==> config.mk <==
export PLATFORM = sky130hd
export DESIGN_NAME = tkfs_front_flat
export DESIGN_NICKNAME = d
export VERILOG_FILES = /design/src/hw/rtl/tkfs_pkg.sv /design/src/hw/rtl/tkfs_ifs.sv /design/src/hw/rtl/tkfs_front.sv /design/src/flat_wrapper.sv
export SDC_FILE = /design/constraint.sdc
export NUM_CORES = 1
export LEC_CHECK = 0
export BUFFER_PORTS_ARGS = -buffer_cell sky130_fd_sc_hd__buf_2
export CAP_MARGIN = 20
export CORE_ASPECT_RATIO = 1.4
export CORE_UTILIZATION = 53
export DETAILED_ROUTE_END_ITERATION = 8
export PLACE_DENSITY = 0.86
export SYNTH_ARGS = -nofsm -noshare
export SYNTH_HDL_FRONTEND = slang
export SYNTH_SLANG_ARGS = --single-unit
==> constraint.sdc <==
create_clock -name clk -period 5.2 [get_ports clk]
set_input_delay 0.52 -clock clk [delete_from_list [all_inputs] [get_ports clk]]
set_output_delay 0.52 -clock clk [all_outputs]
set_load 0.01 [all_outputs]
==> src/hw/rtl/tkfs_pkg.sv <==
// ----------------------------------------------------------------------------
// tkfs_pkg
// Shared widths, types and helpers for the top-k frequency selector.
// ----------------------------------------------------------------------------
package tkfs_pkg;

  // Built capacity of the entry store.
  localparam int MAX_K   = 32;

  // Field widths.
  localparam int KEY_W   = 40;
  localparam int COUNT_W = 24;
  localparam int K_W     = 6;

  // Occupancy must hold MAX_K itself; an index addresses one stored entry.
  localparam int OCC_W   = $clog2(MAX_K + 1);
  localparam int IDX_W   = (MAX_K > 1) ? $clog2(MAX_K) : 1;

  // Reset value of the retained-entry limit.
  localparam logic [K_W-1:0] K_RESET = K_W'(20);

  // Depth of the command queue between front and back.
  localparam int Q_DEPTH = 2;
  localparam int QPTR_W  = $clog2(Q_DEPTH);
  localparam int QCNT_W  = $clog2(Q_DEPTH + 1);

  // Operation codes of an input beat.
  typedef enum logic {
    OP_OFFER = 1'b0,
    OP_DRAIN = 1'b1
  } op_t;

  // One stored entry.
  typedef struct packed {
    logic [KEY_W-1:0]   key;
    logic [COUNT_W-1:0] count;
  } entry_t;

  // One classified command as held in the queue.
  typedef struct packed {
    op_t    op;
    entry_t ent;
  } cmd_t;

  // Head of the queue as seen by the back end.
  typedef struct packed {
    logic valid;
    cmd_t cmd;
  } cmd_head_t;

  // Back-end sequencer states.
  typedef enum logic [1:0] {
    ST_IDLE,
    ST_DRAIN,
    ST_EMPTY
  } back_state_t;

  // Clamp the programmed limit into the range 1 .. MAX_K.
  function automatic logic [OCC_W-1:0] eff_k(input logic [K_W-1:0] k);
    logic [OCC_W-1:0] r;
    if (k == '0) begin
      r = OCC_W'(1);
    end else if (32'(k) > MAX_K) begin
      r = OCC_W'(MAX_K);
    end else begin
      r = OCC_W'(k);
    end
    return r;
  endfunction

endpackage

==> src/hw/rtl/tkfs_ifs.sv <==
// ----------------------------------------------------------------------------
// tkfs_ifs
// Valid/ready channel interfaces for the offer/drain input and the results.
// ----------------------------------------------------------------------------

// Input channel: one beat is an offer or a drain command.
interface tkfs_in_if;
  logic                        valid;
  logic                        ready;
  logic                        operation;
  logic [tkfs_pkg::KEY_W-1:0]   key;
  logic [tkfs_pkg::COUNT_W-1:0] count;

  modport source (output valid, operation, key, count, input ready);
  modport sink   (input valid, operation, key, count, output ready);
  modport mon    (input valid, ready, operation, key, count);
endinterface


==> src/hw/rtl/tkfs_front.sv <==
// ----------------------------------------------------------------------------
// tkfs_front
// Accepts input beats, decodes the operation and queues the commands.
// ----------------------------------------------------------------------------
module tkfs_front (
  input  logic                clk,
  input  logic                rst_n,
  tkfs_in_if.sink             in_ch,
  input  logic                pop,
  output tkfs_pkg::cmd_head_t head
);

  tkfs_pkg::cmd_t                 q_mem_r [tkfs_pkg::Q_DEPTH];
  logic [tkfs_pkg::QPTR_W-1:0]    wr_ptr_r, wr_ptr_nxt;
  logic [tkfs_pkg::QPTR_W-1:0]    rd_ptr_r, rd_ptr_nxt;
  logic [tkfs_pkg::QCNT_W-1:0]    cnt_r, cnt_nxt;
  logic                           push;
  logic                           do_pop;
  tkfs_pkg::cmd_t                 cmd_in;

  // Room in the queue opens the input side.
  assign in_ch.ready = (cnt_r != tkfs_pkg::QCNT_W'(tkfs_pkg::Q_DEPTH));
  assign push        = in_ch.valid && in_ch.ready;
  assign do_pop      = pop && (cnt_r != '0);

  // Classify the beat into a command.
  always_comb begin
    cmd_in.op        = tkfs_pkg::op_t'(in_ch.operation);
    cmd_in.ent.key   = in_ch.key;
    cmd_in.ent.count = in_ch.count;
  end

  // Pointer and fill-count updates.
  always_comb begin
    wr_ptr_nxt = wr_ptr_r;
    rd_ptr_nxt = rd_ptr_r;
    cnt_nxt    = cnt_r;
    if (push) begin
      wr_ptr_nxt = (32'(wr_ptr_r) == tkfs_pkg::Q_DEPTH - 1) ? '0 : wr_ptr_r + 1'b1;
    end
    if (do_pop) begin
      rd_ptr_nxt = (32'(rd_ptr_r) == tkfs_pkg::Q_DEPTH - 1) ? '0 : rd_ptr_r + 1'b1;
    end
    if (push && !do_pop) begin
      cnt_nxt = cnt_r + 1'b1;
    end else if (!push && do_pop) begin
      cnt_nxt = cnt_r - 1'b1;
    end
  end

  always_ff @(posedge clk) begin
    if (!rst_n) begin
      wr_ptr_r <= '0;
      rd_ptr_r <= '0;
      cnt_r    <= '0;
    end else begin
      wr_ptr_r <= wr_ptr_nxt;
      rd_ptr_r <= rd_ptr_nxt;
      cnt_r    <= cnt_nxt;
    end
  end

  // Queue storage holds payload only.
  always_ff @(posedge clk) begin
    if (push) begin
      q_mem_r[wr_ptr_r] <= cmd_in;
    end
  end

  // Present the oldest command to the back end.
  always_comb begin
    head.valid = (cnt_r != '0);
    head.cmd   = q_mem_r[rd_ptr_r];
  end

endmodule

==> src/flat_wrapper.sv <==
// flat-port wrapper written by rule: the top's interface ports become plain ports
module tkfs_front_flat 
  (clk, rst_n, pop, head, in_ch_valid, in_ch_operation, in_ch_key, in_ch_count, in_ch_ready);
  tkfs_in_if in_ch_i ();
  input  logic clk;
  input  logic rst_n;
  input  logic pop;
  output tkfs_pkg::cmd_head_t head;
  input wire logic [$bits(in_ch_i.valid)-1:0] in_ch_valid;
  input wire logic [$bits(in_ch_i.operation)-1:0] in_ch_operation;
  input wire logic [$bits(in_ch_i.key)-1:0] in_ch_key;
  input wire logic [$bits(in_ch_i.count)-1:0] in_ch_count;
  output wire logic [$bits(in_ch_i.ready)-1:0] in_ch_ready;
  assign in_ch_i.valid = in_ch_valid;
  assign in_ch_i.operation = in_ch_operation;
  assign in_ch_i.key = in_ch_key;
  assign in_ch_i.count = in_ch_count;
  assign in_ch_ready = in_ch_i.ready;
  tkfs_front u_core (.clk(clk), .rst_n(rst_n), .in_ch(in_ch_i), .pop(pop), .head(head));
endmodule
# After elaboration in Yosys (flattened, before gate mapping)
# Memory sizes are Yosys's and may differ from the RTL's. A register that Yosys moved wholly into a read port is not among the register bits.
# Cells that the tools add are included.
# W data, S select, Z words.
classes:
  addsub: 4
  n_eq_ne: 1
  n_mux: 8
  reduce_logical: 8
ops:
  columns: ["op", "count"]
  rows:
  - ["$mux W1", 6]
  - ["$logic_and A1 B1 Y1", 4]
  - ["$mux W2", 2]
  - ["$reduce_bool A2 Y1", 2]
  - ["$add A1 B1 Y1 const B", 2]
  - ["$add A2 B1 Y2 const B", 1]
  - ["$logic_not A1 Y1", 2]
  - ["$ne A2 B2 Y1 const B", 1]
  - ["$sub A2 B1 Y2 const B", 1]
word_totals:
  ff_bits: 4
  ram_bits: 130
  input_bits: 69
  output_inout_bits: 67
  elab_cells: 25
  mem_count: 1
memory_table:
  columns: ["name", "words", "word_bits", "rd", "rd_ports_with_merged_regs", "wr", "line", "source"]
  rows:
  - ["u_core.q_mem_r", 2, 65, 1, 1, 1, "tkfs_front.sv:13", "tkfs_pkg::cmd_t q_mem_r [tkfs_pkg::Q_DEPTH];"]

# Longest topological paths before layout
depth:
  depth_word: 6
  mapped_depth: 6
  ltp_nobuf: 6

# Worst setup path after synthesis
# No wires, ideal clock.
synth_timing:
  kind: "reg-to-reg"
  start: "reg u_core.cnt_r[0] (netlist bit)"
  end: "mem u_core.q_mem_r[1][0] (netlist bit), enable pin"
  setup_ps: 430
  arrival_time_ps: 2150
  required_time_ps: 4770
  slack_ps: 2620
  path_stages_with_launch: 3
  n_path_buf: 0
  period_less_slack_ps: 2580
  cell_sequence: "dfxtp_1 -> nand2b_4 -> and3_1"
synth_between:
  elab_chain_cells: 4
synth_lines:
  columns: ["element", "line", "source"]
  rows:
  - ["from (decl)", "tkfs_front.sv:16", "logic [tkfs_pkg::QCNT_W-1:0] cnt_r, cnt_nxt;"]
  - ["from (signal assigned)", "tkfs_front.sv:59", "cnt_r <= cnt_nxt;"]
  - ["$ne A2 B2 Y1", "tkfs_front.sv:22", "assign in_ch.ready = (cnt_r != tkfs_pkg::QCNT_W'(tkfs_pkg::Q_DEPTH));"]
  - ["named net in_ch_ready", "flat_wrapper.sv:13", "output wire logic [$bits(in_ch_i.ready)-1:0] in_ch_ready;"]
  - ["$logic_and A1 B1 Y1", "tkfs_front.sv:23", "assign push = in_ch.valid && in_ch.ready;"]
  - ["$mux W1", "tkfs_front.sv:65", "if (push) begin"]
  - ["$mux W1 (not written as such)", "tkfs_front.sv:66", "q_mem_r[wr_ptr_r] <= cmd_in;"]
  - ["to (decl)", "tkfs_front.sv:13", null]
# The timed path passes the listed nets, and every way through them passes these cells.

==> flow_summary.ini <==
[placement]
port_buffers = 135
dp_hpwl_um = 5310
place.gp.congestion = 0.714
placed_area_um2 = 5710

[power_and_ir_drop]
cellPowerDensity_nw_per_um2 = 534
ir_drop_uv = 433
p_leak_nw = 2.44

[final_layout]
final_common_cell = buf_2
antennaDiodeCount = 0
final_cell_mix = buf_2, edfxtp_1, mux2_2
area_growth_pct = 29.6
nets = 446
final_area_um2 = 6380
fillers = 568
drive_above_1_share_pct = 62.0

[cts]
clockBufferDepth = 2
holdBufCountCts = 0
post_cts_buffers = 0
cts.sinks = 135
cts_buffers = 17
cts_resized = 0
cts_tree = yes
clock_tree.root_cell = clkbuf_16
htreeDepth = 4
clkTransAtPathRegs_ns = 0.05
clkLatencyLatePin_ns = 0.41

[synthesis]
syn_area_um2 = 4930
synthSimpleGateAreaFrac_pct = 1.32
synthXorXnorAreaFrac_pct = 0.533
synthCells = 226
muxShareOfSynthArea_pct = 14.9
synth_compound_area_share_pct = 0.711
synth_adder_area_share_pct = 0.254
synth_fp_nets = 296
yosysTopAreaCell = edfxtp_1
synth_top_family_by_area = multiplexers
yosysWarnings = 0
ys_seq_elements = 135
synth.distinct_cells = 20
avgSynthCellArea_um2 = 21.8
synthTopCellsByArea = edfxtp_1, mux2_2, dfxtp_1
synth_top_cell_area_share_pct = 79.2
ys_seq_area_share_pct = 81.3

[global_routing]
grtUsageMet3_pct = 7.91
grt_pass1_vias = 2578
met1_usage_pct = 18.0
overflow = 0
grt_max_degree = 66
grt_first_pass_wirelength_um = 12600
grt.met2_usage_pct = 33.0
antenna_found_initial = 0
track_usage_pct = 18.1
top_usage_layer = met2

[floorplanning]
ios = 136
core_area_um2 = 9030
rows = 41
die_h_um = 116
die_w_um = 83.5
die_area_um2 = 9690
start_util_pct = 54.6

[drt]
wl_per_cell_um = 17.1
dr.pass1.iters = 6
num_vias = 2571
drc_errors = 0
viasPerCell = 5.18
first_iter_violations = 131
final_antenna_net_count = 0
detail_route.wirelength_um = 8500

[sta]
finalCriticalPeriod_ns = 2.78
finalSetupViolations = 0
tns_ns = 0
rsz0062_at_grt = false
finClkSkew_ns = 0.00671
tightest_slew_ns = 0.866
drv_slew = 0
slew_headroom_pct = 42.3
fmax_mhz = 360
min_period_over_period_pct = 53.4
hold_viol = 0

[job]
drv_cap = 0

[setup_path]
worstPathRequired_ns = 4.68
start_kind = flip-flop
critPathCaptureType = primary output
worstSetupPathType = reg -> out
arrival_ns = 2.26
path_max_fanout = 39

[hold_path]
hp-class = in -> reg

[status]
status = finished, final reports clean
worst max-delay path, stage by stage, from the launching register on:
cell and delay [ns]:
dfxtp_2 0.73, buf_4 0.55, mux2_2 0.40, buf_2 0.14
sequential cells by signal, summed over array words and instances (netlist names), named ones only:
register / count
u_core.q_mem_r: 130
u_core.cnt_r: 2
u_core.rd_ptr_r: 1
u_core.wr_ptr_r: 1
stage by stage:
| stage | instances | power (mW) | worst slack, ns | hold slack, ns | util, % |
|---|---|---|---|---|---|
| global placement | 464 | 2.11 | 2.82 | 0.524 | 63.3 |
| CTS | 496 | 3.45 | 2.34 | 0.274 | 70.7 |
| finish | 496 | 3.41 | 2.42 | 0.299 | 70.7 |
| floorplan | 226 | 1.88 | 2.62 | 0.512 | - |
| global route | 496 | 3.54 | 2.26 | 0.279 | 70.7 |
| detailed placement | 464 | 2.13 | 2.79 | 0.577 | 63.3 |
synth_stat cells:
cell      number
edfxtp_1     130
and3_1         1
nand2b_4       1
nand3b_1       1
a21boi_1       1
a21boi_0       1
ha_1           1
or3_1          1
o21ai_0        1
xor2_1         1
buf_4          5
or2_2          1
inv_1          1
dfxtp_1        5
and2_1         4
xnor2_1        2
o21ai_1        1
buf_2          2
mux2_2        65
a21bo_2        1
path summary, 6_finish.rpt:
check | startpoint | end | slack (ns) | depth (start not counted)
worst min register to register | u_core.cnt_r[1]$_SDFFE_PN0P_ | u_core.cnt_r[1]$_SDFFE_PN0P_ | 0.59 | 2
worst min-delay path | in_ch_key[3] | u_core.q_mem_r[1][27]$_DFFE_PP_ | 0.30 | 1
worst max-delay path | flip-flop | head[62] | 2.42 | 3
worst max register to register | u_core.cnt_r[0]$_SDFFE_PN0P_ | u_core.q_mem_r[1][19]$_DFFE_PP_ | 3.32 | 3
report_power, final:
| group | switching [mW] | total, mW | internal (mW) |
|---|---|---|---|
| Combinational | 0.339 | 0.670 | 0.331 |
| Clock | 0.408 | 1.31 | 0.903 |
| Sequential | 0.0672 | 1.43 | 1.36 |
| Total | 0.814 | 3.41 | 2.60 |
per-layer routing:
layer,vias up,part of all wire [%],wire length (um)
met1,1281,35,3010
met4,0,1.7,146
met5,-,0,0
met3,15,6.1,520
li1,1190,-,-
met2,85,57,4820
layout make-up:
| cell class | count | area (um2) | area share (%) |
|---|---|---|---|
| inverter | 1 | 3.75 | 0.0588 |
| sequential | 135 | 4010 | 62.7 |
| multi-input combinational | 83 | 872 | 13.7 |
| clock inverter | 7 | 135 | 2.12 |
| clock buffer | 25 | 536 | 8.39 |
| timing repair buffer | 138 | 698 | 10.9 |
| tap | 107 | 134 | 2.10 |
cells by family (layout without fill, tap and decap cells):
group	after synthesis	after routing
AO/OA/AOI/OAI	5	5
XOR/XNOR	3	3
adder cells (fa/ha/maj)	1	1
buffers and inverters	8	171
flip-flops	135	135
multiplexers	65	65
AND/OR/NAND/NOR	9	9
(Power assumes the default switching activity.)
